[src/hw/rtl/tcpck_pkg.sv]
// Shared types, constants and the end-around-carry fold for the TCP/IPv4 checksum generator.
// No dependencies.
`timescale 1ns / 1ps

package tcpck_pkg;

	localparam int FIFO_DEPTH = 4;
	localparam int FIFO_AW = $clog2(FIFO_DEPTH);

	localparam logic [16:0] COUNT_MAX = 17'h1FFFF;
	localparam logic [16:0] MAX_PAYLOAD = 17'd65495;
	localparam logic [15:0] HDR_BYTES = 16'd40;
	localparam logic [15:0] IP_HDR_BYTES = 16'd20;
	localparam logic [15:0] LEN_SAT = 16'hFFFF;

	// version/ihl + id + ttl/proto
	localparam logic [21:0] IP_CONST_SUM = 22'h4500 + 22'h1234 + 22'hFF06;
	// flags/offset + window + proto
	localparam logic [21:0] TCP_CONST_SUM = 22'h5018 + 22'h2000 + 22'h0006;

	typedef struct packed {
		logic [15:0] sum;
		logic [16:0] count;
		logic [31:0] src_ip;
		logic [31:0] dst_ip;
		logic [31:0] ports;
	} seg_desc_t;

	typedef struct packed {
		logic push;
		logic pop;
	} fifo_ctl_t;

	function automatic logic [15:0] fold16(logic [21:0] s);
		logic [16:0] t;
		t = {1'b0, s[15:0]} + {11'b0, s[21:16]};
		return t[15:0] + {15'b0, t[16]};
	endfunction

endpackage

[src/hw/rtl/tcpck_front.sv]
// Front end: accepts payload bytes, latches addresses, keeps the running sum and count.
// Depends on tcpck_pkg.
`timescale 1ns / 1ps

module tcpck_front (
	input  logic                  clk,
	input  logic                  arst_n,
	input  logic                  accept,
	input  logic [7:0]            payload_byte,
	input  logic                  last_byte,
	input  logic [31:0]           source_ip,
	input  logic [31:0]           dest_ip,
	input  logic [15:0]           source_port,
	input  logic [15:0]           dest_port,
	output logic                  push,
	output tcpck_pkg::seg_desc_t  desc
);
	import tcpck_pkg::*;

	logic        in_seg_q;
	logic        odd_q;
	logic [7:0]  held_q;
	logic [15:0] sum_q;
	logic [16:0] count_q;
	logic [31:0] src_q, dst_q, ports_q;

	logic        first;
	logic        odd_base;
	logic [15:0] sum_base, sum_new, word;
	logic [16:0] cnt_base, cnt_new;

	always_comb begin
		first    = ~in_seg_q;
		odd_base = first ? 1'b0 : odd_q;
		sum_base = first ? 16'h0 : sum_q;
		cnt_base = first ? 17'h0 : count_q;
		word     = odd_base ? {held_q, payload_byte} : {payload_byte, 8'h00};
		if (odd_base || last_byte) begin
			sum_new = fold16({6'b0, sum_base} + {6'b0, word});
		end else begin
			sum_new = sum_base;
		end
		cnt_new = (cnt_base < COUNT_MAX) ? cnt_base + 17'd1 : cnt_base;
	end

	always_comb begin
		push         = accept & last_byte;
		desc.sum     = sum_new;
		desc.count   = cnt_new;
		desc.src_ip  = first ? source_ip : src_q;
		desc.dst_ip  = first ? dest_ip : dst_q;
		desc.ports   = first ? {source_port, dest_port} : ports_q;
	end

	always_ff @(posedge clk or negedge arst_n) begin
		if (!arst_n) begin
			in_seg_q <= 1'b0;
			odd_q    <= 1'b0;
		end else if (accept) begin
			in_seg_q <= ~last_byte;
			odd_q    <= ~odd_base & ~last_byte;
		end
	end

	always_ff @(posedge clk) begin
		if (accept) begin
			sum_q   <= sum_new;
			count_q <= cnt_new;
			if (!odd_base) begin
				held_q <= payload_byte;
			end
			if (first) begin
				src_q   <= source_ip;
				dst_q   <= dest_ip;
				ports_q <= {source_port, dest_port};
			end
		end
	end

endmodule

[src/hw/rtl/tcpck_fifo.sv]
// Short queue of finished segment descriptors between front and back end.
// Depends on tcpck_pkg.
`timescale 1ns / 1ps

module tcpck_fifo (
	input  logic                  clk,
	input  logic                  arst_n,
	input  tcpck_pkg::fifo_ctl_t  ctl,
	input  tcpck_pkg::seg_desc_t  wr_desc,
	output tcpck_pkg::seg_desc_t  rd_desc,
	output logic                  full,
	output logic                  not_empty
);
	import tcpck_pkg::*;

	seg_desc_t           mem_q [FIFO_DEPTH];
	logic [FIFO_AW-1:0]  wptr_q, rptr_q;
	logic [FIFO_AW:0]    count_q;

	assign full      = (count_q == (FIFO_AW+1)'(FIFO_DEPTH));
	assign not_empty = (count_q != '0);
	assign rd_desc   = mem_q[rptr_q];

	always_ff @(posedge clk or negedge arst_n) begin
		if (!arst_n) begin
			wptr_q  <= '0;
			rptr_q  <= '0;
			count_q <= '0;
		end else begin
			if (ctl.push) begin
				wptr_q <= wptr_q + 1'b1;
			end
			if (ctl.pop) begin
				rptr_q <= rptr_q + 1'b1;
			end
			count_q <= count_q + {{FIFO_AW{1'b0}}, ctl.push} - {{FIFO_AW{1'b0}}, ctl.pop};
		end
	end

	always_ff @(posedge clk) begin
		if (ctl.push) begin
			mem_q[wptr_q] <= wr_desc;
		end
	end

	a_no_overflow: assert property (@(posedge clk) disable iff (!arst_n)
		ctl.push |-> !full) else $error("push into full queue");
	a_no_underflow: assert property (@(posedge clk) disable iff (!arst_n)
		ctl.pop |-> not_empty) else $error("pop from empty queue");
	a_count_bound: assert property (@(posedge clk) disable iff (!arst_n)
		count_q <= (FIFO_AW+1)'(FIFO_DEPTH)) else $error("queue count out of range");
	a_count_track: assert property (@(posedge clk) disable iff (!arst_n)
		(ctl.push && !ctl.pop) |=> count_q == $past(count_q) + 1'b1)
		else $error("queue count lost a push");

endmodule

[src/hw/rtl/tcpck_back.sv]
// Back end: assigns sequence numbers, builds header sums in three stages, output register.
// Depends on tcpck_pkg.
`timescale 1ns / 1ps

module tcpck_back (
	input  logic                  clk,
	input  logic                  arst_n,
	input  logic [31:0]           ack_value,
	input  logic                  desc_valid,
	input  tcpck_pkg::seg_desc_t  desc,
	output logic                  pop,
	output logic                  out_valid,
	input  logic                  out_ready,
	output logic [15:0]           total_length,
	output logic [15:0]           ip_checksum,
	output logic [15:0]           tcp_checksum,
	output logic [31:0]           sequence_number,
	output logic                  too_long
);
	import tcpck_pkg::*;

	logic        en;
	logic [31:0] next_seq_q;

	logic        v_s1, v_s2, v_s3;
	logic [31:0] seq_s1, seq_s2, seq_s3;
	logic [15:0] total_s1, total_s2, total_s3;
	logic [15:0] tcp_len_s1, tcp_len_s2;
	logic        long_s1, long_s2, long_s3;
	logic [21:0] addr_sum_s1, hdr_sum_s1;
	logic [21:0] ip_raw_s2, tcp_raw_s2;
	logic [15:0] ip_ck_s3, tcp_ck_s3;

	logic        long_c;
	logic [15:0] total_c;

	assign en  = ~v_s3 | out_ready;
	assign pop = desc_valid & en;

	always_comb begin
		long_c  = desc.count > MAX_PAYLOAD;
		total_c = long_c ? LEN_SAT : HDR_BYTES + desc.count[15:0];
	end

	always_ff @(posedge clk or negedge arst_n) begin
		if (!arst_n) begin
			next_seq_q <= '0;
			v_s1       <= 1'b0;
			v_s2       <= 1'b0;
			v_s3       <= 1'b0;
		end else if (en) begin
			if (pop) begin
				next_seq_q <= next_seq_q + {15'b0, desc.count};
			end
			v_s1 <= pop;
			v_s2 <= v_s1;
			v_s3 <= v_s2;
		end
	end

	always_ff @(posedge clk) begin
		if (en) begin
			seq_s1      <= next_seq_q;
			total_s1    <= total_c;
			tcp_len_s1  <= total_c - IP_HDR_BYTES;
			long_s1     <= long_c;
			addr_sum_s1 <= {6'b0, desc.src_ip[31:16]} + {6'b0, desc.src_ip[15:0]}
				+ {6'b0, desc.dst_ip[31:16]} + {6'b0, desc.dst_ip[15:0]};
			hdr_sum_s1  <= {6'b0, desc.sum} + {6'b0, desc.ports[31:16]}
				+ {6'b0, desc.ports[15:0]} + {6'b0, ack_value[31:16]}
				+ {6'b0, ack_value[15:0]} + TCP_CONST_SUM;

			seq_s2     <= seq_s1;
			total_s2   <= total_s1;
			tcp_len_s2 <= tcp_len_s1;
			long_s2    <= long_s1;
			ip_raw_s2  <= addr_sum_s1 + {6'b0, total_s1} + IP_CONST_SUM;
			tcp_raw_s2 <= addr_sum_s1 + hdr_sum_s1 + {6'b0, seq_s1[31:16]}
				+ {6'b0, seq_s1[15:0]} + {6'b0, tcp_len_s1};

			seq_s3    <= seq_s2;
			total_s3  <= total_s2;
			long_s3   <= long_s2;
			ip_ck_s3  <= ~fold16(ip_raw_s2);
			tcp_ck_s3 <= ~fold16(tcp_raw_s2);
		end
	end

	assign out_valid       = v_s3;
	assign total_length    = total_s3;
	assign ip_checksum     = ip_ck_s3;
	assign tcp_checksum    = tcp_ck_s3;
	assign sequence_number = seq_s3;
	assign too_long        = long_s3;

	a_seq_advance: assert property (@(posedge clk) disable iff (!arst_n)
		!pop |=> $stable(next_seq_q)) else $error("sequence moved without a segment");
	a_stall_hold: assert property (@(posedge clk) disable iff (!arst_n)
		!en |=> $stable(v_s1) && $stable(v_s2)) else $error("pipeline moved during stall");
	a_sat_len: assert property (@(posedge clk) disable iff (!arst_n)
		(v_s3 && too_long) |-> total_length == LEN_SAT) else $error("oversize length not saturated");

endmodule

[src/hw/rtl/tcp_ipv4_header_checksum_gen_unit.sv]
// Top level of the TCP/IPv4 header checksum generator.
// Depends on tcpck_pkg, tcpck_front, tcpck_fifo, tcpck_back.
`timescale 1ns / 1ps

// Usage:
//   s_axis carries one payload byte per transaction; tlast marks the final byte of a
//   segment. Addresses and ports in tdata are sampled with the first byte only.
//   m_axis carries one transaction per segment: total length, IPv4 header checksum,
//   TCP checksum and sequence number in tdata, the oversize flag in tuser.
//   cfg_we/cfg_wdata write the acknowledgment number; write only while idle.
// Throughput: one byte per cycle while the queue is not full, including back-to-back
//   one-byte segments. After the edge that accepted the final byte and wrote the
//   queue, the segment passes two sum stages, then the fold stage into the output
//   register; an m_axis stall holds it in place.
// The front end and the header pipeline are parted by a four-entry queue; when
//   m_axis stalls the pipeline holds, the queue fills, and s_axis_tready drops
//   only once the queue is full.
// Reset clears the sequence number, the acknowledgment number and all valid state;
//   the first segment after reset carries sequence number zero.
module tcp_ipv4_header_checksum_gen_unit (
	input  logic         clk,
	input  logic         arst_n,
	input  logic         cfg_we,
	input  logic [31:0]  cfg_wdata,
	input  logic         s_axis_tvalid,
	output logic         s_axis_tready,
	// payload_byte, source_ip, dest_ip, source_port, dest_port
	input  logic [103:0] s_axis_tdata,
	input  logic         s_axis_tlast,
	output logic         m_axis_tvalid,
	input  logic         m_axis_tready,
	// total_length, ip_checksum, tcp_checksum, sequence_number
	output logic [79:0]  m_axis_tdata,
	// too_long
	output logic [0:0]   m_axis_tuser
);
	import tcpck_pkg::*;

	logic        ack_q;
	logic [31:0] ack_value_q;
	logic        accept;
	logic        full, not_empty;
	fifo_ctl_t   ctl;
	seg_desc_t   wr_desc, rd_desc;
	logic        push, pop;
	logic        too_long;

	assign ack_q = cfg_we;

	always_ff @(posedge clk or negedge arst_n) begin
		if (!arst_n) begin
			ack_value_q <= '0;
		end else if (ack_q) begin
			ack_value_q <= cfg_wdata;
		end
	end

	assign s_axis_tready = ~full;
	assign accept        = s_axis_tvalid & s_axis_tready;
	assign ctl.push      = push;
	assign ctl.pop       = pop;

	tcpck_front u_front (
		.clk          (clk),
		.arst_n       (arst_n),
		.accept       (accept),
		.payload_byte (s_axis_tdata[7:0]),
		.last_byte    (s_axis_tlast),
		.source_ip    (s_axis_tdata[39:8]),
		.dest_ip      (s_axis_tdata[71:40]),
		.source_port  (s_axis_tdata[87:72]),
		.dest_port    (s_axis_tdata[103:88]),
		.push         (push),
		.desc         (wr_desc)
	);

	tcpck_fifo u_fifo (
		.clk       (clk),
		.arst_n    (arst_n),
		.ctl       (ctl),
		.wr_desc   (wr_desc),
		.rd_desc   (rd_desc),
		.full      (full),
		.not_empty (not_empty)
	);

	tcpck_back u_back (
		.clk             (clk),
		.arst_n          (arst_n),
		.ack_value       (ack_value_q),
		.desc_valid      (not_empty),
		.desc            (rd_desc),
		.pop             (pop),
		.out_valid       (m_axis_tvalid),
		.out_ready       (m_axis_tready),
		.total_length    (m_axis_tdata[15:0]),
		.ip_checksum     (m_axis_tdata[31:16]),
		.tcp_checksum    (m_axis_tdata[47:32]),
		.sequence_number (m_axis_tdata[79:48]),
		.too_long        (too_long)
	);

	assign m_axis_tuser = too_long;

endmodule
[config.mk]
export PLATFORM = sky130hd
export DESIGN_NAME = tcp_ipv4_header_checksum_gen_unit
export DESIGN_NICKNAME = d
export VERILOG_FILES = /design/src/hw/rtl/tcpck_pkg.sv /design/src/hw/rtl/tcpck_front.sv /design/src/hw/rtl/tcpck_fifo.sv /design/src/hw/rtl/tcpck_back.sv /design/src/hw/rtl/tcp_ipv4_header_checksum_gen_unit.sv
export SDC_FILE = /design/constraint.sdc
export NUM_CORES = 2
export LEC_CHECK = 0
export ABC_AREA = 1
export BUFFER_PORTS_ARGS = -buffer_cell sky130_fd_sc_hd__buf_2
export CELL_PAD_IN_SITES_DETAIL_PLACEMENT = 2
export CELL_PAD_IN_SITES_GLOBAL_PLACEMENT = 2
export CORE_AREA = 4 4 382 384
export DETAILED_ROUTE_END_ITERATION = 8
export DIE_AREA = 0 0 386 388
export HOLD_SLACK_MARGIN = 0.1
export MAX_ROUTING_LAYER = met4
export PLACE_DENSITY = 0.83
export SYNTH_ARGS = -nofsm -noshare
export SYNTH_HDL_FRONTEND = slang
export SYNTH_HIERARCHICAL = 1
export SYNTH_SLANG_ARGS = --single-unit
[constraint.sdc]
create_clock -name clk -period 9.7 [get_ports clk]
set_input_delay 1.94 -clock clk [delete_from_list [all_inputs] [get_ports clk]]
set_output_delay 1.94 -clock clk [all_outputs]
set_load 0.02 [all_outputs]
* After elaboration in Yosys (flattened, before gate mapping)
Memory sizes are Yosys's and may differ from the RTL's. Cells that the tools add are included.
Storage, ports and cells: register bits 496, bits in latches 0, bits in writable memories 516, ROM bits 0, input bits 142, memories kept 1
Memory list:
- u_fifo.mem_q | words 4, bits a word 129, read ports 1, clocked after memory_dff 0, write ports 1, line tcpck_fifo.sv:16 | seg_desc_t mem_q [FIFO_DEPTH];
Operators by class: $add $sub $neg 29, multipliers 0, div/mod/pow operators 0, $lt $le $gt $ge 2, equality and inequality tests 1, shift-type cells 0, multiplexer cells 12, bitwise gates (word level) 11, reductions and logical operators 4
Operators by type and width (number):
- $add 22x16->22 | 9
- $mux 32 | 3
- $mux 16 | 4
- $add 16x16->17 | 3
- $add 16x6->17 | 3
- $add 16x1->16 | 3
- $mux 17 | 2
- $add 32x17->32 | 1
- $not 16->16 | 2
- $add 22x15->22 const B | 1
- $add 22x17->22 const B | 1
- $add 22x22->22 | 1
- $add 17x1->17 const B | 1
- $gt 17x16->1 const B | 1
- $lt 17x17->1 const B | 1
- $add 6x16->16 const A | 1
- $sub 16x5->16 const B | 1
- $add 2x1->2 const B | 2
- $and 1x1->1 | 4
- $not 1->1 | 4
- $reduce_and 2->1 | 2
- $add 3x1->3 | 1
- $eq 3x3->1 const B | 1
- $mux 1 | 3
- 4 further kinds | 4

* Logic depth before layout (Yosys ltp)
word-level depth 6, mapped depth 40

* By module
Netlist, hierarchy kept.
Modules (own cells, without submodules):
- tcpck_fifo | times used 1, cells each 2067, area an instance 22142.5 µm²
- tcpck_back | times used 1, cells each 2108, area an instance 20677.3 µm²
- tcpck_front | times used 1, cells each 1024, area an instance 8240.4 µm²
- tcp_ipv4_header_checksum_gen_unit | times used 1, cells each 139, area an instance 1303.8 µm²

* Worst setup path before layout
No wires, ideal clock.
kind in2reg, from input port s_axis_tvalid, to memory u_fifo/mem_q[1][0] (netlist name) (enable), library setup time 0.482 ns, data arrival time 10.648 ns, data required time 9.218 ns, slack -1.431 ns, stages on the path 7, path buffers 1, cells stage by stage inv_1 nor2_1 nand2_1 inv_1 clkbuf_1 nand2_1 inv_1
Between the ends: cells in the longest elaborated chain, start to end 4
Ends and longest elaborated chain:
- start: declaration | line tcp_ipv4_header_checksum_gen_unit.sv:25 | input logic s_axis_tvalid,
- $and 1x1->1 | line tcp_ipv4_header_checksum_gen_unit.sv:59 | assign accept = s_axis_tvalid & s_axis_tready;
- via accept | line tcp_ipv4_header_checksum_gen_unit.sv:41 | logic accept;
- $and 1x1->1 | line tcpck_front.sv:47 | push = accept & last_byte;
- via push | line tcp_ipv4_header_checksum_gen_unit.sv:45 | logic push, pop;
- $mux 1 | line tcpck_fifo.sv:41 | if (ctl.push) begin
- $mux 1 (not written as such) | line tcpck_fifo.sv:42 | mem_q[wptr_q] <= wr_desc;
- end: declaration | line tcpck_fifo.sv:16
The timed path passes the listed nets, and every way through them passes these cells.

==> impl_metrics.tcl <==
set metrics [dict create \
    status "complete, no violations" \
    worstMarginPinSlew_ns 1.180 \
    holdPathEnd "u_back/sequence_number[14]" \
    cts_buffers 111 \
    synthSimpleGateAreaFrac_pct 19.93 \
    crit_type "flop to flop" \
    vias 38780 \
    dp_hpwl_mm 125.7 \
    netlist-cell-type-count 58 \
    ctsResizeCount 0 \
    synth-main-ff-cell "edfxtp_1" \
    synthMuxAreaShare_pct 0 \
    io_buffers 224 \
    grt_max_degree 157 \
    cts_hold_buf 0 \
    die_area_mm2 0.1498 \
    synth_cells 5338 \
    async_reset_ff_share_pct 7.608 \
    synth_xor_area_share_pct 2.473 \
    fin_worst_skew_ns 0.03201 \
    finalSetupViolCount 0 \
    crit_fanout 76 \
    cts_setup_buffers 0 \
    cp-start-kind "flop" \
    synth_seq_cells 999 \
    initial_utilization_pct 36.67 \
    drc_errors 0 \
    synth_nets 5789 \
    whs_path_depth 0 \
    pin_count 225 \
    die_w_um 386 \
    ys_seq_area_share_pct 56.56 \
    synth_top_family_by_area "simple AND/OR/NAND/NOR gates" \
    synth.avg_cell_area_um2 9.810 \
    critical_path.endpoint_type "flop" \
    ant_nets 0 \
    hold_class "flop to flop" \
    dr.pass1.iters 6 \
    nets 6021 \
    cts_buffer_depth 3 \
    cts_num_sinks 999 \
    synthTopCellsByArea "edfxtp_1 (53%), nand2_1 (12%), inv_1 (7.2%)" \
    synth_top_area_cell "edfxtp_1" \
    slowest_delay_ns 0.95 \
    synth_top_area_share_pct 52.93 \
    die_y_um 388 \
    maxSlewViolCount 0 \
    grt_pass1_wl_mm 275.2 \
    cts-root-buf "clkbuf_16" \
    track_usage_pct 24.82 \
    max_slew_margin_pct 21.36 \
    core_area_mm2 0.1428 \
    rr_worst_depth 34 \
    synth_edf_count 923 \
    cp.required_ns 10.12 \
    final_common_cell "nand2_1" \
    clk_pin_slew_worst_paths_ns 0.06 \
    vias_per_cell 5.121 \
    drt_iter0_drc 2431 \
    timing_hold_violations_final 0 \
    synthesis.area_mm2 0.05236 \
    worst-endpoint-arrival_ns 7.99 \
    post_synth_fa_ha_maj_area_fraction_pct 9.104 \
    fmax_ghz 0.1320 \
    area_delta_synth_final_pct 12.64 \
    cts_tree "done" \
    tns_ns 0 \
    layout_min_cycle_time_ns 7.577 \
    r2r-end "u_fifo/mem_q[0][122]" \
    avgRoutedWirePerCell_um 24.10 \
    row_count 139 \
    grt_pass1_vias 44090 \
    gr-total-overflow 0 \
    routed_wl_mm 182.5 \
    ff2ff_setup_slack_ns 2.12 \
    rsz0062_at_grt "false" \
    slowest_stage "dfrtp_4" \
    gp_congestion 0.8689 \
    min_period_over_period_pct 78.11 \
    cp_common_cell "nand2_1" \
    regToRegStartpoint "u_front/in_seg_q" \
    synth_compound_area_share_pct 2.913 \
    mostFrequentLayoutCells "nand2_1 (1653), inv_1 (1003), edfxtp_1 (923)" \
    h-tree-depth 3 \
    clk_latency_ns 0.76 \
    cap_violations 0 \
    hp-start "u_back/seq_s2[14]" \
    final_layout_size_suffix_gt1_share_pct 9.516 \
    antenna_found_initial 10 \
    ys_warn_count 6 \
]
## critical path, delay by kind of cell (launching register included)
family | cells | cell delay, ns
compound gates | 3 | 0.96
xor+xnor | 1 | 0.10
buf+inv | 3 | 1.13
simple gates | 22 | 2.88
flops | 1 | 0.95
fa+ha+maj | 5 | 1.21
## per-layer routing
layer / global-route usage [%] / share of wire, % / vias to the layer above
met3: 2.648 / 3.3 / 328
met4: 9.709 / 4.2 / 0
met2: 45.08 / 53 / 850
met1: 27.81 / 39 / 20040
li1: - / - / 17560
met5: - / 0 / -
## logic make-up after synthesis
| group | Yosys count |
|---|---|
| and+or+nand+nor | 2454 |
| adders and majority gates | 309 |
| AOI/OAI and AO/OA | 270 |
| DFF | 999 |
| buffers and inverters | 1159 |
| xor gates and xnor gates | 147 |
## worst max-delay path by stage
stage / start / cells past startpoint / endpoint
after detailed placement: s_axis_tdata[0] / 34 / u_fifo/mem_q[0][122]
after CTS: u_front/in_seg_q / 34 / u_fifo/mem_q[0][122]
final: u_front/in_seg_q / 34 / u_fifo/mem_q[0][122]
after global routing: u_front/in_seg_q / 34 / u_fifo/mem_q[0][122]
after floorplan: s_axis_tvalid / 7 / u_fifo/mem_q[1][0]
after global placement: s_axis_tdata[0] / 36 / u_fifo/mem_q[0][127]
## area by class of cell
type	count	area, um^2
diodes	5	12.51
clock buffers	137	2885
clock inverters	70	797.0
fillers	15120	83810
inverters	1031	3911
multi-input cells	3180	18030
flip-flops and latches	999	29630
well taps	1903	2381
repair buffers	247	1334
## synth_stat cells (5+ instances only)
cell / count
clkbuf_1: 33
inv_2: 17
o211ai_1: 5
inv_1: 1009
nand3_2: 15
nand2_4: 6
nor3_1: 26
xor2_1: 93
nand2_2: 40
a21oi_1: 106
nand4_1: 61
a21boi_0: 6
buf_4: 5
buf_2: 52
edfxtp_1: 923
nor4_1: 8
o21bai_1: 11
nor2_4: 11
a21o_1: 10
nor2_2: 17
nand3b_1: 12
o21ai_0: 93
nand2_1: 1653
a31oi_1: 16
fa_1: 120
nand3_1: 411
dfrtp_1: 76
xnor2_1: 53
nor2_1: 177
ha_1: 189
buf_6: 31
## registers in the layout (all words and copies together) (netlist names), 21 cells and up
| register | cells |
|---|---|
| u_back/seq_s2 | 32 |
| u_front/dst_q | 32 |
| u_front/src_q | 32 |
| ack_value_q | 32 |
| u_back/seq_s1 | 32 |
| u_front/ports_q | 32 |
| u_back/next_seq_q | 32 |
| u_back/tcp_raw_s2 | 21 |
| u_back/sequence_number | 32 |
| u_fifo/mem_q | 516 |
## through the flow
| step | hold slack, ns | utilization [%] | instance area [um^2] | setup WS (ns) | std cells |
|---|---|---|---|---|---|
| CTS | 0.4177 | 41.30 | 58970 | 2.124 | 7567 |
| floorplan | 0.4003 | - | 52370 | 0.8061 | 5338 |
| finish | 0.4156 | 41.31 | 58980 | 2.123 | 7572 |
| global placement | 0.4021 | 38.72 | 55290 | 2.814 | 7360 |
| global route | 0.4248 | 41.31 | 58980 | 1.454 | 7572 |
| detailed placement | 0.4062 | 38.72 | 55290 | 2.180 | 7360 |
Power is not shown: default switching activity piles up to over one toggle a cycle in this logic, so the estimate is an artifact.
